File: config.mk
export PLATFORM = sky130hd
export DESIGN_NAME = page_bitmap_allocator
export DESIGN_NICKNAME = d
export VERILOG_FILES = /design/src/rtl/pba_pkg.sv /design/src/rtl/pba_row_find.sv /design/src/rtl/page_bitmap_allocator.sv
export SDC_FILE = /design/constraint.sdc
export NUM_CORES = 1
export LEC_CHECK = 0
export ABC_CLOCK_PERIOD_IN_PS = 7800
export CORE_MARGIN = 2
export CORE_UTILIZATION = 44
export DETAILED_ROUTE_END_ITERATION = 10
export DONT_BUFFER_PORTS = 1
export PLACE_DENSITY = 0.63
export SETUP_SLACK_MARGIN = 0.15
export SYNTH_ARGS = -nofsm -noshare
export SYNTH_HDL_FRONTEND = slang
export SYNTH_SLANG_ARGS = --single-unit
File: constraint.sdc
create_clock -name clk_i -period 7.8 [get_ports clk_i]
set_clock_uncertainty 0.05 [all_clocks]
set_input_delay 0.78 -clock clk_i [delete_from_list [all_inputs] [get_ports clk_i]]
set_output_delay 0.78 -clock clk_i [all_outputs]
set_load 0.005 [all_outputs]
File: src/rtl/pba_pkg.sv
// types and constants shared by the page bitmap allocator
`default_nettype none

package pba_pkg;

  localparam int FIELD_W  = 9;
  localparam int OP_W     = 2;
  localparam int STATUS_W = 2;
  localparam int ROW_BITS = 8;
  localparam int BIT_W    = 3;

  localparam logic [OP_W-1:0] OP_CLEAR   = 2'd0;
  localparam logic [OP_W-1:0] OP_ALLOC   = 2'd1;
  localparam logic [OP_W-1:0] OP_RELEASE = 2'd2;
  localparam logic [OP_W-1:0] OP_MARK    = 2'd3;

  localparam logic [STATUS_W-1:0] STATUS_OK       = 2'd0;
  localparam logic [STATUS_W-1:0] STATUS_FULL     = 2'd1;
  localparam logic [STATUS_W-1:0] STATUS_BAD_PAGE = 2'd2;

  typedef struct packed {
    logic [OP_W-1:0]    op;
    logic [FIELD_W-1:0] page;
  } pba_req_t;

  typedef struct packed {
    logic [FIELD_W-1:0]  granted_page;
    logic [STATUS_W-1:0] status;
    logic [FIELD_W-1:0]  free_pages;
  } pba_rsp_t;

endpackage

`default_nettype wire

File: src/rtl/pba_row_find.sv
// lowest free page search within one row of the used map
`default_nettype none

module pba_row_find (
  input  logic [pba_pkg::ROW_BITS-1:0] row_i,
  input  logic [pba_pkg::ROW_BITS-1:0] avail_i,
  output logic                         found_o,
  output logic [pba_pkg::BIT_W-1:0]    bit_o,
  output logic [pba_pkg::ROW_BITS-1:0] row_set_o
);
  import pba_pkg::*;

  logic [ROW_BITS-1:0] free_bits;

  assign free_bits = ~row_i & avail_i;
  assign found_o   = |free_bits;

  // walk from the top so the lowest free bit wins
  always_comb begin
    bit_o = '0;
    for (int b = ROW_BITS - 1; b >= 0; b--) begin
      if (free_bits[b]) begin
        bit_o = BIT_W'(b);
      end
    end
  end

  always_comb begin
    row_set_o        = row_i;
    row_set_o[bit_o] = 1'b1;
  end

endmodule

`default_nettype wire

File: src/rtl/page_bitmap_allocator.sv
// first-fit page allocator over a used/free bitmap of flash pages
`default_nettype none

// One request at a time: a transaction is taken when start is high and busy
// is low, and its single result appears on result_o for exactly one cycle
// with done_o high; the receiver cannot stall it, so it must sample on that
// cycle. The used map lives in a memory of ROWS = ceil(PAGES/8) rows of
// eight bits with one write and one registered read port, and that port
// sets the timing: allocate scans one row per cycle (32 rows at 256
// pages) and answers without a scan when no page is free; clear writes
// every row; release and mark-used do a read-modify-write; a page number
// out of range is answered straight from idle. After reset the block
// sweeps the memory to zero with busy high before taking its first
// transaction. Page numbers are 1-based; free_pages is the count after
// the request.
module page_bitmap_allocator #(
  parameter int PAGES = 256
) (
  input  wire               clk_i,
  input  wire               rst_ni,
  input  wire               start,
  output logic              busy,
  input  pba_pkg::pba_req_t req_i,
  output logic              done_o,
  output pba_pkg::pba_rsp_t result_o
);
  import pba_pkg::*;

  localparam int ROWS  = (PAGES + ROW_BITS - 1) / ROW_BITS;
  localparam int ROW_W = (ROWS > 1) ? $clog2(ROWS) : 1;
  localparam int CNT_W = $clog2(PAGES + 1);
  localparam logic [ROW_W-1:0] LAST_ROW = ROW_W'(ROWS - 1);

  // sequencer states
  localparam logic [2:0] ST_IDLE    = 3'd0;
  localparam logic [2:0] ST_CLEAR   = 3'd1;
  localparam logic [2:0] ST_SCAN    = 3'd2;
  localparam logic [2:0] ST_RMW_RD  = 3'd3;
  localparam logic [2:0] ST_RMW_CHK = 3'd4;

  logic [2:0]       state_q, state_d;
  logic [ROW_W-1:0] clr_q, clr_d;        // clearing sweep row
  logic             clr_rsp_q, clr_rsp_d; // sweep answers a clear request
  logic [ROW_W-1:0] scan_q, scan_d;      // next row to read in a scan
  logic             issue_q, issue_d;    // scan still has rows to read
  logic             rvld_q, rvld_d;      // read data of a scan row is valid
  logic [ROW_W-1:0] rrow_q, rrow_d;      // row whose data is in rd_data_q
  logic [CNT_W-1:0] cnt_q, cnt_d;        // free page count
  pba_req_t         req_q, req_d;
  logic             done_q, done_d;
  pba_rsp_t         rsp_q, rsp_d;

  // used map: one bit per page, set means used
  logic [ROW_BITS-1:0] map_mem [ROWS];
  logic [ROW_BITS-1:0] rd_data_q;
  logic [ROW_W-1:0]    rd_addr;
  logic                wr_en;
  logic [ROW_W-1:0]    wr_addr;
  logic [ROW_BITS-1:0] wr_data;

  // page number decode for release and mark-used
  logic [ROW_W+2:0]    req_idx;
  logic [ROW_W-1:0]    req_row;
  logic [BIT_W-1:0]    req_bit;
  logic                req_bad;

  // row search
  logic [ROW_BITS-1:0] avail;
  logic                find_hit;
  logic [BIT_W-1:0]    find_bit;
  logic [ROW_BITS-1:0] find_row;

  assign req_idx = (ROW_W+3)'(32'(req_q.page) - 32'd1);
  assign req_row = req_idx[ROW_W+2:3];
  assign req_bit = req_idx[2:0];
  assign req_bad = (req_i.page == '0) || (32'(req_i.page) > 32'(PAGES));

  // bits past the last page in the final row count as used
  always_comb begin
    for (int b = 0; b < ROW_BITS; b++) begin
      avail[b] = ((32'(rrow_q) * 32'(ROW_BITS) + 32'(b)) < 32'(PAGES));
    end
  end

  pba_row_find u_row_find (
    .row_i     (rd_data_q),
    .avail_i   (avail),
    .found_o   (find_hit),
    .bit_o     (find_bit),
    .row_set_o (find_row)
  );

  always_comb begin
    state_d   = state_q;
    clr_d     = clr_q;
    clr_rsp_d = clr_rsp_q;
    scan_d    = scan_q;
    issue_d   = issue_q;
    rvld_d    = 1'b0;
    rrow_d    = rrow_q;
    cnt_d     = cnt_q;
    req_d     = req_q;
    done_d    = 1'b0;
    rsp_d     = rsp_q;
    wr_en     = 1'b0;
    wr_addr   = clr_q;
    wr_data   = '0;
    rd_addr   = scan_q;

    unique case (state_q)
      ST_IDLE: begin
        if (start) begin
          req_d = req_i;
          unique case (req_i.op) inside
            OP_CLEAR: begin
              clr_d     = '0;
              clr_rsp_d = 1'b1;
              state_d   = ST_CLEAR;
            end
            OP_ALLOC: begin
              if (cnt_q == '0) begin
                // nothing free, no need to scan
                done_d             = 1'b1;
                rsp_d.granted_page = '0;
                rsp_d.status       = STATUS_FULL;
                rsp_d.free_pages   = FIELD_W'(cnt_q);
              end else begin
                scan_d  = '0;
                issue_d = 1'b1;
                state_d = ST_SCAN;
              end
            end
            OP_RELEASE, OP_MARK: begin
              if (req_bad) begin
                done_d             = 1'b1;
                rsp_d.granted_page = '0;
                rsp_d.status       = STATUS_BAD_PAGE;
                rsp_d.free_pages   = FIELD_W'(cnt_q);
              end else begin
                state_d = ST_RMW_RD;
              end
            end
            default: begin
              state_d = ST_IDLE;
            end
          endcase
        end
      end

      ST_CLEAR: begin
        wr_en   = 1'b1;
        wr_addr = clr_q;
        wr_data = '0;
        if (clr_q == LAST_ROW) begin
          cnt_d   = CNT_W'(PAGES);
          state_d = ST_IDLE;
          if (clr_rsp_q) begin
            done_d             = 1'b1;
            rsp_d.granted_page = '0;
            rsp_d.status       = STATUS_OK;
            rsp_d.free_pages   = FIELD_W'(PAGES);
          end
        end else begin
          clr_d = clr_q + 1'b1;
        end
      end

      ST_SCAN: begin
        // read one row per cycle, test the row read the cycle before
        rd_addr = scan_q;
        if (issue_q) begin
          rvld_d = 1'b1;
          rrow_d = scan_q;
          if (scan_q == LAST_ROW) begin
            issue_d = 1'b0;
          end else begin
            scan_d = scan_q + 1'b1;
          end
        end
        if (rvld_q) begin
          if (find_hit) begin
            wr_en   = 1'b1;
            wr_addr = rrow_q;
            wr_data = find_row;
            if (cnt_q != '0) begin
              cnt_d = cnt_q - 1'b1;
            end
            done_d             = 1'b1;
            rsp_d.granted_page = FIELD_W'(32'(rrow_q) * 32'(ROW_BITS)
                                          + 32'(find_bit) + 32'd1);
            rsp_d.status       = STATUS_OK;
            rsp_d.free_pages   = FIELD_W'(cnt_d);
            issue_d            = 1'b0;
            rvld_d             = 1'b0;
            state_d            = ST_IDLE;
          end else if (!issue_q) begin
            done_d             = 1'b1;
            rsp_d.granted_page = '0;
            rsp_d.status       = STATUS_FULL;
            rsp_d.free_pages   = FIELD_W'(cnt_q);
            state_d            = ST_IDLE;
          end
        end
      end

      ST_RMW_RD: begin
        rd_addr = req_row;
        state_d = ST_RMW_CHK;
      end

      ST_RMW_CHK: begin
        wr_addr = req_row;
        if (req_q.op == OP_RELEASE) begin
          if (rd_data_q[req_bit]) begin
            wr_en            = 1'b1;
            wr_data          = rd_data_q;
            wr_data[req_bit] = 1'b0;
            cnt_d            = cnt_q + 1'b1;
          end
        end else if (!rd_data_q[req_bit]) begin
          wr_en            = 1'b1;
          wr_data          = rd_data_q;
          wr_data[req_bit] = 1'b1;
          if (cnt_q != '0) begin
            cnt_d = cnt_q - 1'b1;
          end
        end
        done_d             = 1'b1;
        rsp_d.granted_page = '0;
        rsp_d.status       = STATUS_OK;
        rsp_d.free_pages   = FIELD_W'(cnt_d);
        state_d            = ST_IDLE;
      end

      default: begin
        state_d = ST_IDLE;
      end
    endcase
  end

  // map memory, one write and one registered read per cycle
  always_ff @(posedge clk_i) begin
    if (wr_en) begin
      map_mem[wr_addr] <= wr_data;
    end
    rd_data_q <= map_mem[rd_addr];
  end

  // control state; reset starts the clearing sweep with no result
  always_ff @(posedge clk_i or negedge rst_ni) begin
    if (!rst_ni) begin
      state_q   <= ST_CLEAR;
      clr_q     <= '0;
      clr_rsp_q <= 1'b0;
      scan_q    <= '0;
      issue_q   <= 1'b0;
      rvld_q    <= 1'b0;
      cnt_q     <= CNT_W'(PAGES);
      done_q    <= 1'b0;
    end else begin
      state_q   <= state_d;
      clr_q     <= clr_d;
      clr_rsp_q <= clr_rsp_d;
      scan_q    <= scan_d;
      issue_q   <= issue_d;
      rvld_q    <= rvld_d;
      cnt_q     <= cnt_d;
      done_q    <= done_d;
    end
  end

  // payload registers
  always_ff @(posedge clk_i) begin
    req_q  <= req_d;
    rsp_q  <= rsp_d;
    rrow_q <= rrow_d;
  end

  assign busy     = (state_q != ST_IDLE);
  assign done_o   = done_q;
  assign result_o = rsp_q;

endmodule

`default_nettype wire
==> run_results.csv, run 1 <==
group,metric,value,unit
status,outcome,"finished clean",
sta,setup_viol,0,
critical_path,critical_path_required,7.89,ns
critical_path,r2r_start,"req_q[0]",
clocking,post_cts_buffers,0,
layout,final_common_cell,"edfxtp_1",
layout,area_growth,10.84,%
drt,wl,35730,um
logic_synthesis,synth_fp_nets,1190,
layout,diodes,0,
sta,setup_tns,0,ns
clocking,htreeDepth,2,
clocking,cts_buffers,35,
sta,hold_violations,0,
place,io_buffer_count,0,
run,drv_cap,0,
layout,fin_area,0.01579,mm^2
power,total_power,3.542,mW
clocking,clock_latency,0.53,ns
floorplanning,fp-row-count,65,
drt,drt_iter0_drc,1121,
clocking,ctsResizeCount,0,
sta,tightest_slew,1.217,ns
drt,drc,0,
logic_synthesis,syn_inst,1167,
sta,report.final.slew_viol_count,0,
clocking,cts_sinks,325,
logic_synthesis,ys_seq_area_share,67.06,%
critical_path,worstSetupPathType,"reg2reg",
layout,layout_common_cells,"edfxtp_1 (291), nand2_1 (189), a21oi_1 (148)",
floorplanning,initial_utilization,44.91,%
critical_path,critPathLaunchType,"register",
sta,period_share,57.37,%
place,dp_hpwl,22690,um
global_routing,grt_antenna_before_repair,0,
logic_synthesis,synthFlopType,"edfxtp_1",
global_routing,track_usage,21.42,%
layout,fin_nets,1171,
critical_path,end_kind,"register",
logic_synthesis,synth_async_sr_flop_share,8.000,%
sta,grt_setup_unrepaired,"false",
floorplanning,dieArea,0.03383,mm^2
clocking,clockRootBuffer,"clkbuf_16",
critical_path,worst_r2r_endpoint,"map_mem[24][4]",
logic_synthesis,synth_edf_count,291,
clocking,cts_tree,"built",
logic_synthesis,yosysUniqueCellTypes,73,
drt,ant_nets,0,
floorplanning,io_pins,36,
clocking,clkTransAtPathRegs,0.06,ns
place,gp_congestion,0.8903,
logic_synthesis,synth_area,0.01424,mm^2
logic_synthesis,yosys.area.top_type_share,61.35,%
global_routing,grt_max_degree,84,
power,vdd_drop_max,0.1830,mV
logic_synthesis,ys_ff_latch,325,
power,power_density,224.4,mW/mm^2
clocking,clk_path_buf_depth,3,
power,leakagePower,5.529,nW
layout,fill_cells,2760,
sta,fin_crit,4.475,ns
global_routing,first_global_vias,9060,
floorplanning,die_w,183.9,um
drt,vias,9620,
critical_path,worstPathMaxFanout,14,
sta,max_freq,223.5,MHz
logic_synthesis,avgSynthCellArea,12.21,um^2
critical_path,ff2ff_setup_slack,3.32,ns
worst_hold_path,hold_path.class,"in2async",
critical_path,reg2reg_depth,9,
floorplanning,die_h,183.9,um
logic_synthesis,synth.largest_area_cell,"edfxtp_1",
logic_synthesis,synth.top_cells.by_area,"edfxtp_1 (61%), a21oi_1 (5.2%), nand2_1 (5.0%)",
drt,first_pass_iters,5,
drt,avgRoutedWirePerCell,22.68,um
global_routing,grt_pass1_wl,54730,um
logic_synthesis,ys_warn_count,0,
drt,viasPerCell,6.108,
floorplanning,core,0.03172,mm^2
critical_path,crit_arrival,4.56,ns
place,placed_area,0.01462,mm^2
sta,slew_headroom,18.22,%
layout,drive_above_1_share,8.269,%
global_routing,overflow,0,
[cells in the mapped netlist (4+ instances only)]
cell type and instances:
buf_4 4, mux2i_1 9, nor4_1 23, a31oi_1 9, nor2_1 63, nor2b_1 10, and3_1 11, a221oi_1 67
nand3_1 23, clkbuf_1 57, a21oi_1 148, inv_1 7, nand2b_1 14, o31ai_1 4, o211ai_1 6, a221o_1 4
a21boi_0 5, a21o_1 4, or3_1 14, o22ai_1 5, and2_1 9, o21ai_0 33, dfxtp_1 8, edfxtp_1 291
xor2_1 7, dfrtp_1 24, a22o_1 7, nor3_1 25, nand2_1 189, buf_2 9, ha_1 9, nor3b_1 4
xnor2_1 6
[critical path, cell delays in order, from the launching register on]
cell	delay [ns]
edfxtp_1	0.47
inv_1	0.11
ha_1	0.27
xnor2_2	0.57
mux2i_1	0.23
a22oi_2	0.33
a21oi_1	0.23
o31ai_4	0.51
nand2_1	0.27
nor3_1	1.03
[layout make-up]
type	count	area [um^2]	share of cell area (%)
sequential	325	9552	60.50
multi-input combinational	763	4424	28.02
clock buffer	43	905.9	5.738
tap	402	503.0	3.186
clock inverter	19	244.0	1.545
timing repair buffer	16	132.6	0.8401
inverter	7	26.28	0.1664
[repair_timing]
item                                    in CTS  in global routing
hold endpoints to repair                    24                  0
endpoints found under the setup margin       0                  0
hold buffers                                 1                  0
[report_power, final]
| part | internal (mW) | switching (mW) |
|---|---|---|
| registers | 1.87 | 0 |
| logic | 0.00203 | 0.00366 |
| clock network | 0.997 | 0.670 |
| total | 2.87 | 0.673 |
[cell families after synthesis]
kind of cell / synth area share [%]
and+or+nand+nor: 13.08
adders and majority gates: 0.7906
xor gates and xnor gates: 0.9136
buffers and inverters: 2.266
muxes: 0.7906
AOI/OAI and AO/OA: 15.10
DFF: 67.06
[how the worst max path moves through the flow]
stage,from,to
global placement,req_q[0],map_mem[26][2]
detailed placement,req_q[0],map_mem[26][2]
CTS,req_q[0],map_mem[26][0]
floorplan,req_q[0],map_mem[0][0]
finish,req_q[0],map_mem[24][4]
global route,req_q[0],map_mem[18][7]
[flip-flops by register name, summed over array words and instances, names as in the netlist, 3 cells and up]
| register | flops |
|---|---|
| clr_q | 5 |
| req_q | 10 |
| result_o | 20 |
| state_q | 3 |
| rrow_q | 5 |
| rd_data_q | 8 |
| map_mem | 256 |
| scan_q | 5 |
| cnt_q | 9 |
[per-layer routing]
layer	vias to the layer above	share of wire [%]	global-route usage (%)
li1	4438	-	-
met5	-	0	0
met2	360	46	33.12
met1	4769	45	31.88
met3	53	6.4	2.536
met4	0	2.0	6.368
[per-stage QoR]
| step | instances | setup WS (ns) | util (%) | hold WS, ns |
|---|---|---|---|---|
| 2_1_floorplan | 1167 | 3.971 | - | 0.3940 |
| 3_3_place_gp | 1512 | 3.567 | 46.09 | 0.4349 |
| 3_5_place_dp | 1512 | 3.414 | 46.09 | 0.4348 |
| 4_1_cts | 1575 | 3.393 | 49.78 | 0.01006 |
| 5_1_grt | 1575 | 3.001 | 49.78 | 0.01821 |
| 6_report | 1575 | 3.325 | 49.78 | 0.01610 |
Note: power is estimated with default switching activity, not from simulation.
==> run 2: changes to the inputs <==
--- a/config.mk
+++ b/config.mk
@@ -5,12 +5,13 @@
 export SDC_FILE = /design/constraint.sdc
 export NUM_CORES = 1
 export LEC_CHECK = 0
-export ABC_CLOCK_PERIOD_IN_PS = 7800
+export ABC_AREA = 1
+export ABC_CLOCK_PERIOD_IN_PS = 3800
 export CORE_MARGIN = 2
 export CORE_UTILIZATION = 44
 export DETAILED_ROUTE_END_ITERATION = 10
 export DONT_BUFFER_PORTS = 1
-export PLACE_DENSITY = 0.63
+export PLACE_DENSITY = 0.65
 export SETUP_SLACK_MARGIN = 0.15
 export SYNTH_ARGS = -nofsm -noshare
 export SYNTH_HDL_FRONTEND = slang
==> constraint.sdc (replaced) <==
create_clock -name clk_i -period 3.8 [get_ports clk_i]
set_clock_uncertainty 0.05 [all_clocks]
set_input_delay 0.38 -clock clk_i [delete_from_list [all_inputs] [get_ports clk_i]]
set_output_delay 0.38 -clock clk_i [all_outputs]
set_load 0.005 [all_outputs]
==> run 2 against run 1 <==
Net effect:
- worst setup slack worse by 3.0 ns
- critical path type unchanged
- via count increased by 24%
- sequential power increased to 2.6 times the previous value
- routed wire length increased by 13%
- critical path depth up 4
==> run_results.csv, run 2 <==
group,metric,value,unit
power,leakagePower,7.864,nW
critical_path,worstSetupPathType,"reg2reg",
power,vdd_drop_max,0.4999,mV
power,total_power,14.08,mW
logic_synthesis,synth_edf_count,291,
floorplanning,fp-row-count,69,
critical_path,ff2ff_setup_slack,0.37,ns
logic_synthesis,yosysUniqueCellTypes,46,
global_routing,grt_antenna_before_repair,0,
critical_path,worstPathMaxFanout,12,
logic_synthesis,ys_seq_area_share,59.61,%
drt,viasPerCell,5.252,
place,dp_hpwl,25930,um
worst_hold_path,hold-path-endpoint,"result_o[9]",
place,placed_area,0.01663,mm^2
logic_synthesis,syn_inst,1749,
sta,fin_crit,3.428,ns
drt,avgRoutedWirePerCell,17.88,um
drt,drt_iter0_drc,1216,
layout,fin_area,0.01796,mm^2
logic_synthesis,synth_fp_nets,1772,
clocking,ctsResizeCount,0,
worst_hold_path,worstHoldPathCells,1,
sta,report.final.slew_viol_count,0,
floorplanning,die_h,194.8,um
floorplanning,core,0.03574,mm^2
floorplanning,dieArea,0.03796,mm^2
place,io_buffer_count,0,
clocking,cts_buffers,36,
worst_hold_path,min_from,"req_i[10]",
drt,first_pass_iters,6,
logic_synthesis,ys_warn_count,0,
sta,slew_headroom,32.84,%
global_routing,overflow,0,
layout,largest-register,"map_mem",
power,power_density,783.9,mW/mm^2
sta,max_freq,291.7,MHz
clocking,clockRootBuffer,"clkbuf_16",
clocking,cts_tree,"built",
floorplanning,initial_utilization,44.83,%
global_routing,grt_pass1_wl,63350,um
sta,setup_tns,0,ns
clocking,post_cts_buffers,0,
critical_path,end_kind,"register",
sta,setup_viol,0,
drt,vias,11890,
layout,diodes,0,
logic_synthesis,synth.largest_area_cell,"edfxtp_1",
drt,wl,40490,um
clocking,clkTransAtPathRegs,0.06,ns
logic_synthesis,synth.top_cells.by_area,"edfxtp_1 (55%), nand3_1 (11%), nand2_1 (8.9%)",
clocking,htreeDepth,2,
sta,period_share,90.22,%
drt,drc,0,
layout,fin_nets,1800,
critical_path,reg2reg_depth,13,
layout,layout_common_cells,"nand2_1 (379), inv_1 (342), nand3_1 (342)",
logic_synthesis,avgSynthCellArea,9.161,um^2
worst_hold_path,hold_path.class,"in2reg",
sta,holdWs,0.04156,ns
sta,hold_violations,0,
drt,ant_nets,0,
critical_path,critPathLaunchType,"register",
critical_path,critical_path_required,3.93,ns
clocking,clk_path_buf_depth,3,
logic_synthesis,yosys.area.top_type_share,54.54,%
logic_synthesis,synth.most_common_cell,"nand2_1",
run,drv_cap,0,
critical_path,crit_arrival,3.56,ns
logic_synthesis,synth_area,0.01602,mm^2
critical_path,r2r_start,"req_q[0]",
layout,final_common_cell,"nand2_1",
global_routing,track_usage,21.59,%
floorplanning,io_pins,36,
logic_synthesis,ys_ff_latch,325,
logic_synthesis,synth_async_sr_flop_share,8.000,%
clocking,clock_latency,0.55,ns
logic_synthesis,synthFlopType,"edfxtp_1",
logic_synthesis,synth_common_cells,"nand2_1 (380), inv_1 (342), nand3_1 (342)",
sta,tightest_slew,1.007,ns
layout,drive_above_1_share,8.486,%
global_routing,grt_max_degree,79,
place,gp_congestion,0.8921,
critical_path,worst_r2r_endpoint,"map_mem[17][6]",
clocking,cts_sinks,325,
global_routing,first_global_vias,11380,
layout,largest_register_ffs,256,
status,outcome,"finished clean",
layout,area_growth,12.08,%
floorplanning,die_w,194.8,um
sta,grt_setup_unrepaired,"true",
-- run 2: worst max-delay path by stage --
stage	start	cells after the start	slack, ns	to
floorplan	req_q[0]	13	0.23	map_mem[0][3]
global placement	req_q[0]	13	0.45	map_mem[5][7]
detailed placement	req_q[0]	13	0.39	map_mem[5][7]
CTS	req_q[0]	13	0.39	map_mem[5][1]
global route	req_q[0]	13	0.09	map_mem[5][2]
finish	req_q[0]	13	0.37	map_mem[17][6]
-- run 2: metrics by stage --
stage / std cells / worst slack [ns] / util (%)
floorplan: 1749 / 0.2285 / -
global placement: 2188 / 0.4540 / 46.53
detailed placement: 2188 / 0.3897 / 46.53
CTS: 2264 / 0.3936 / 50.25
global route: 2264 / 0.08761 / 50.25
finish: 2264 / 0.3718 / 50.25
-- run 2: layout make-up --
cell class / count / area, um^2
Fill cell: 3308 / 17780
Sequential cell: 325 / 9552
Multi-Input combinational cell: 1003 / 4783
Inverter: 351 / 1320
Clock buffer: 44 / 962.2
Tap cell: 461 / 576.8
Timing Repair Buffer: 60 / 528.0
Clock inverter: 20 / 236.5
-- run 2: worst max-delay path, stage by stage, from the launching register on --
cell and delay, ns:
edfxtp_1 0.52, inv_2 0.17, ha_1 0.39, inv_1 0.18, o21ai_1 0.09, nand2_1 0.07
nand2_1 0.06, nand2_2 0.12, inv_1 0.11, nand2_2 0.10, nand3_2 0.11, nand3_4 0.13
nand3_2 0.33, nor2_1 0.64
-- run 2: power by group --
| part | switching, mW | internal (mW) |
|---|---|---|
| registers | 0.341 | 4.52 |
| clock network | 1.45 | 2.10 |
| logic | 4.04 | 1.63 |
| total | 5.83 | 8.24 |
-- run 2: kinds of logic after synthesis --
group	count (synthesis)	share of synthesized area, %
xor+xnor	13	0.7106
fa+ha+maj	9	0.7028
mux	1	0.06247
simple gates	876	24.33
flops	325	59.61
compound gates	104	3.741
buf+inv	421	10.84
-- run 2: layer usage --
metal	track usage, %	up-vias	routed length (um)
met5	0	-	0
met1	29.50	5568	17460
met3	3.852	89	3085
li1	-	5746	-
met2	34.57	488	18640
met4	8.086	0	1307
-- run 2: timing repair --
action | in CTS | in global routing
hold buffers | 12 | 0
setup endpoints to repair | 0 | 32
endpoints found under the hold margin | 36 | 0
==> run 3: changes to the inputs <==
--- a/config.mk
+++ b/config.mk
@@ -7,7 +7,6 @@
 export LEC_CHECK = 0
 export ABC_AREA = 1
 export ABC_CLOCK_PERIOD_IN_PS = 3800
-export CORE_MARGIN = 2
 export CORE_UTILIZATION = 44
 export DETAILED_ROUTE_END_ITERATION = 10
 export DONT_BUFFER_PORTS = 1
==> run 3 against run 2 <==
Net effect:
- the run now ends with design-rule violations left
- clock power shrank 2%
- critical path depth unchanged
- flip-flop and latch count is the same
- final cell count increased by 0.13%
- non-clock buffer count up 1
- combinational power is essentially flat
- critical path type unchanged
==> run_results.csv, run 3 (same netlist as run 2, synthesis figures left out) <==
group,metric,value,unit
global_routing,track_usage,22.81,%
sta,tightest_slew,1.041,ns
floorplanning,initial_utilization,44.83,%
status,violations,"design-rule violations",
sta,period_share,88.72,%
power,power.share.clock,24.8,%
critical_path,crit_slowest_cell,"nor2_1",
sta,max_freq,296.6,MHz
critical_path,end_kind,"register",
layout,fin_nets,1801,
clocking,clk_path_buf_depth,3,
sta,setup_viol,0,
power,combPwrFrac,40.6,%
drt,wl,40840,um
critical_path,worstSetupPathType,"reg2reg",
clocking,cts_tree,"built",
drt,drt_iter0_drc,1283,
global_routing,grt_max_degree,65,
layout,largest_register_ffs,256,
critical_path,critPathLaunchType,"register",
global_routing,grt_pass1_wl,63980,um
layout,area_growth,12.00,%
drt,first_pass_iters,8,
critical_path,crit_arrival,3.50,ns
sta,setup_tns,0,ns
global_routing,grt_antenna_before_repair,0,
sta,fin_crit,3.371,ns
floorplanning,die_h,192.8,um
drt,vias,11990,
power,power_density,783.5,mW/mm^2
drt,avgRoutedWirePerCell,18.01,um
floorplanning,dieArea,0.03718,mm^2
sta,grt_setup_unrepaired,"false",
global_routing,first_global_vias,11540,
power,vdd_drop_max,0.3810,mV
sta,slew_headroom,30.57,%
power,seqPwrFrac,34.5,%
status,outcome,"complete, but fails checks",
place,dp_hpwl,26310,um
layout,diodes,0,
drt,viasPerCell,5.288,
power,p_int,8.219,mW
clocking,clkTransAtPathRegs,0.06,ns
power,leakagePower,7.861,nW
layout,layout_common_cells,"nand2_1 (379), inv_1 (342), nand3_1 (342)",
run,drv_cap,0,
power,power.share.switching,41.54,%
global_routing,overflow,0,
floorplanning,io_pins,36,
floorplanning,fp-row-count,69,
clocking,cts_buffers,36,
floorplanning,core,0.03574,mm^2
sta,report.final.slew_viol_count,0,
layout,final_common_cell,"nand2_1",
floorplanning,die_w,192.8,um
layout,fill_cells,3319,
clocking,cts_sinks,325,
sta,hold_violations,0,
drt,drc,13,
drt,ant_nets,0,
worst_hold_path,hold_path.class,"in2reg",
place,io_buffer_count,0,
clocking,clock_latency,0.55,ns
power,p_switching,5.841,mW
critical_path,cpPeakStageDelay,0.63,ns
critical_path,worstPathMaxFanout,12,
layout,drive_above_1_share,8.472,%
critical_path,cp_cell_sequence,"inv_2, ha_1, inv_1, o21ai_1, nand2_1, nand2_1, nand2_2, inv_1, nand2_2, nand3_2, nand3_4, nand3_2, nor2_1",
place,gp_congestion,0.9216,
clocking,clockRootBuffer,"clkbuf_16",
layout,largest-register,"map_mem",
critical_path,critical_path_required,3.93,ns
power,total_power,14.06,mW
layout,utilization,50.21,%
clocking,htreeDepth,2,
run 3: changes by cell type in the layout (fill, tap and decap cells not counted), sizes merged:
cell,change
clkbuf,+3
clkinvlp,-1
buf,+1
run 3: stage by stage:
step	cell area, um^2	std cells	setup slack (ns)	hold WS (ns)
5_1_grt	17950	2267	0.1516	0.04703
6_report	17950	2267	0.4288	0.04029
4_1_cts	17950	2267	0.4824	0.02609
3_5_place_dp	16640	2189	0.4856	0.03553
3_3_place_gp	16640	2189	0.5620	0.03531
2_1_floorplan	16020	1749	0.2285	0.03441
run 3: final timing paths:
| kind | from | to | slack [ns] | depth (start not counted) |
|---|---|---|---|---|
| max reg2reg | req_q[0] | map_mem[0][7] | 0.43 | 13 |
| min reg2reg | clr_rsp_q | clr_rsp_q | 0.43 | 1 |
| max in group asynchronous | rst_ni | state_q[0] | 3.16 | 2 |
| min | req_i[10] | result_o[9] | 0.04 | 1 |
| min in group asynchronous | rst_ni | issue_q | 0.30 | 2 |
| max | req_q[0] | map_mem[0][7] | 0.43 | 13 |
run 3: cell type report:
class / instances / area [um^2] / area share (%)
clock buffers: 47 / 952.2 / 5.306
clock inverters: 19 / 226.5 / 1.262
inverters: 351 / 1320 / 7.356
multi-input cells: 1003 / 4783 / 26.65
flip-flops and latches: 325 / 9552 / 53.22
well taps: 461 / 576.8 / 3.214
repair buffers: 61 / 535.5 / 2.984
run 3: worst max-delay path, delay by kind of cell, from the launching register on:
kind	cells	cell delay, ns
buffers and inverters	3	0.45
DFF	1	0.52
AOI/OAI and AO/OA	1	0.09
adders and majority gates	1	0.39
and+or+nand+nor	8	1.50
run 3: routing by layer:
layer | GRT usage (%) | wire length, um
met5 | 0 | 0
met4 | 7.177 | 1026
met3 | 4.055 | 2925
met2 | 37.63 | 19400
met1 | 30.41 | 17490
run 3: repair_timing:
item | in CTS | in global routing
setup buffers | 0 | 0
gates resized for setup | 0 | 0
setup endpoints to repair | 0 | 0
endpoints found under the hold margin | 36 | 0
hold buffers | 12 | 0
run 3: power groups by stage:
stage / Combinational [mW] / Clock [mW] / Sequential (mW)
global placement: 5.53 / 0 / 4.91
CTS: 5.64 / 3.54 / 4.85
finish: 5.71 / 3.49 / 4.86
detailed placement: 5.59 / 0 / 4.92
floorplan: 4.12 / 0 / 4.76
global route: 6.27 / 3.69 / 4.91
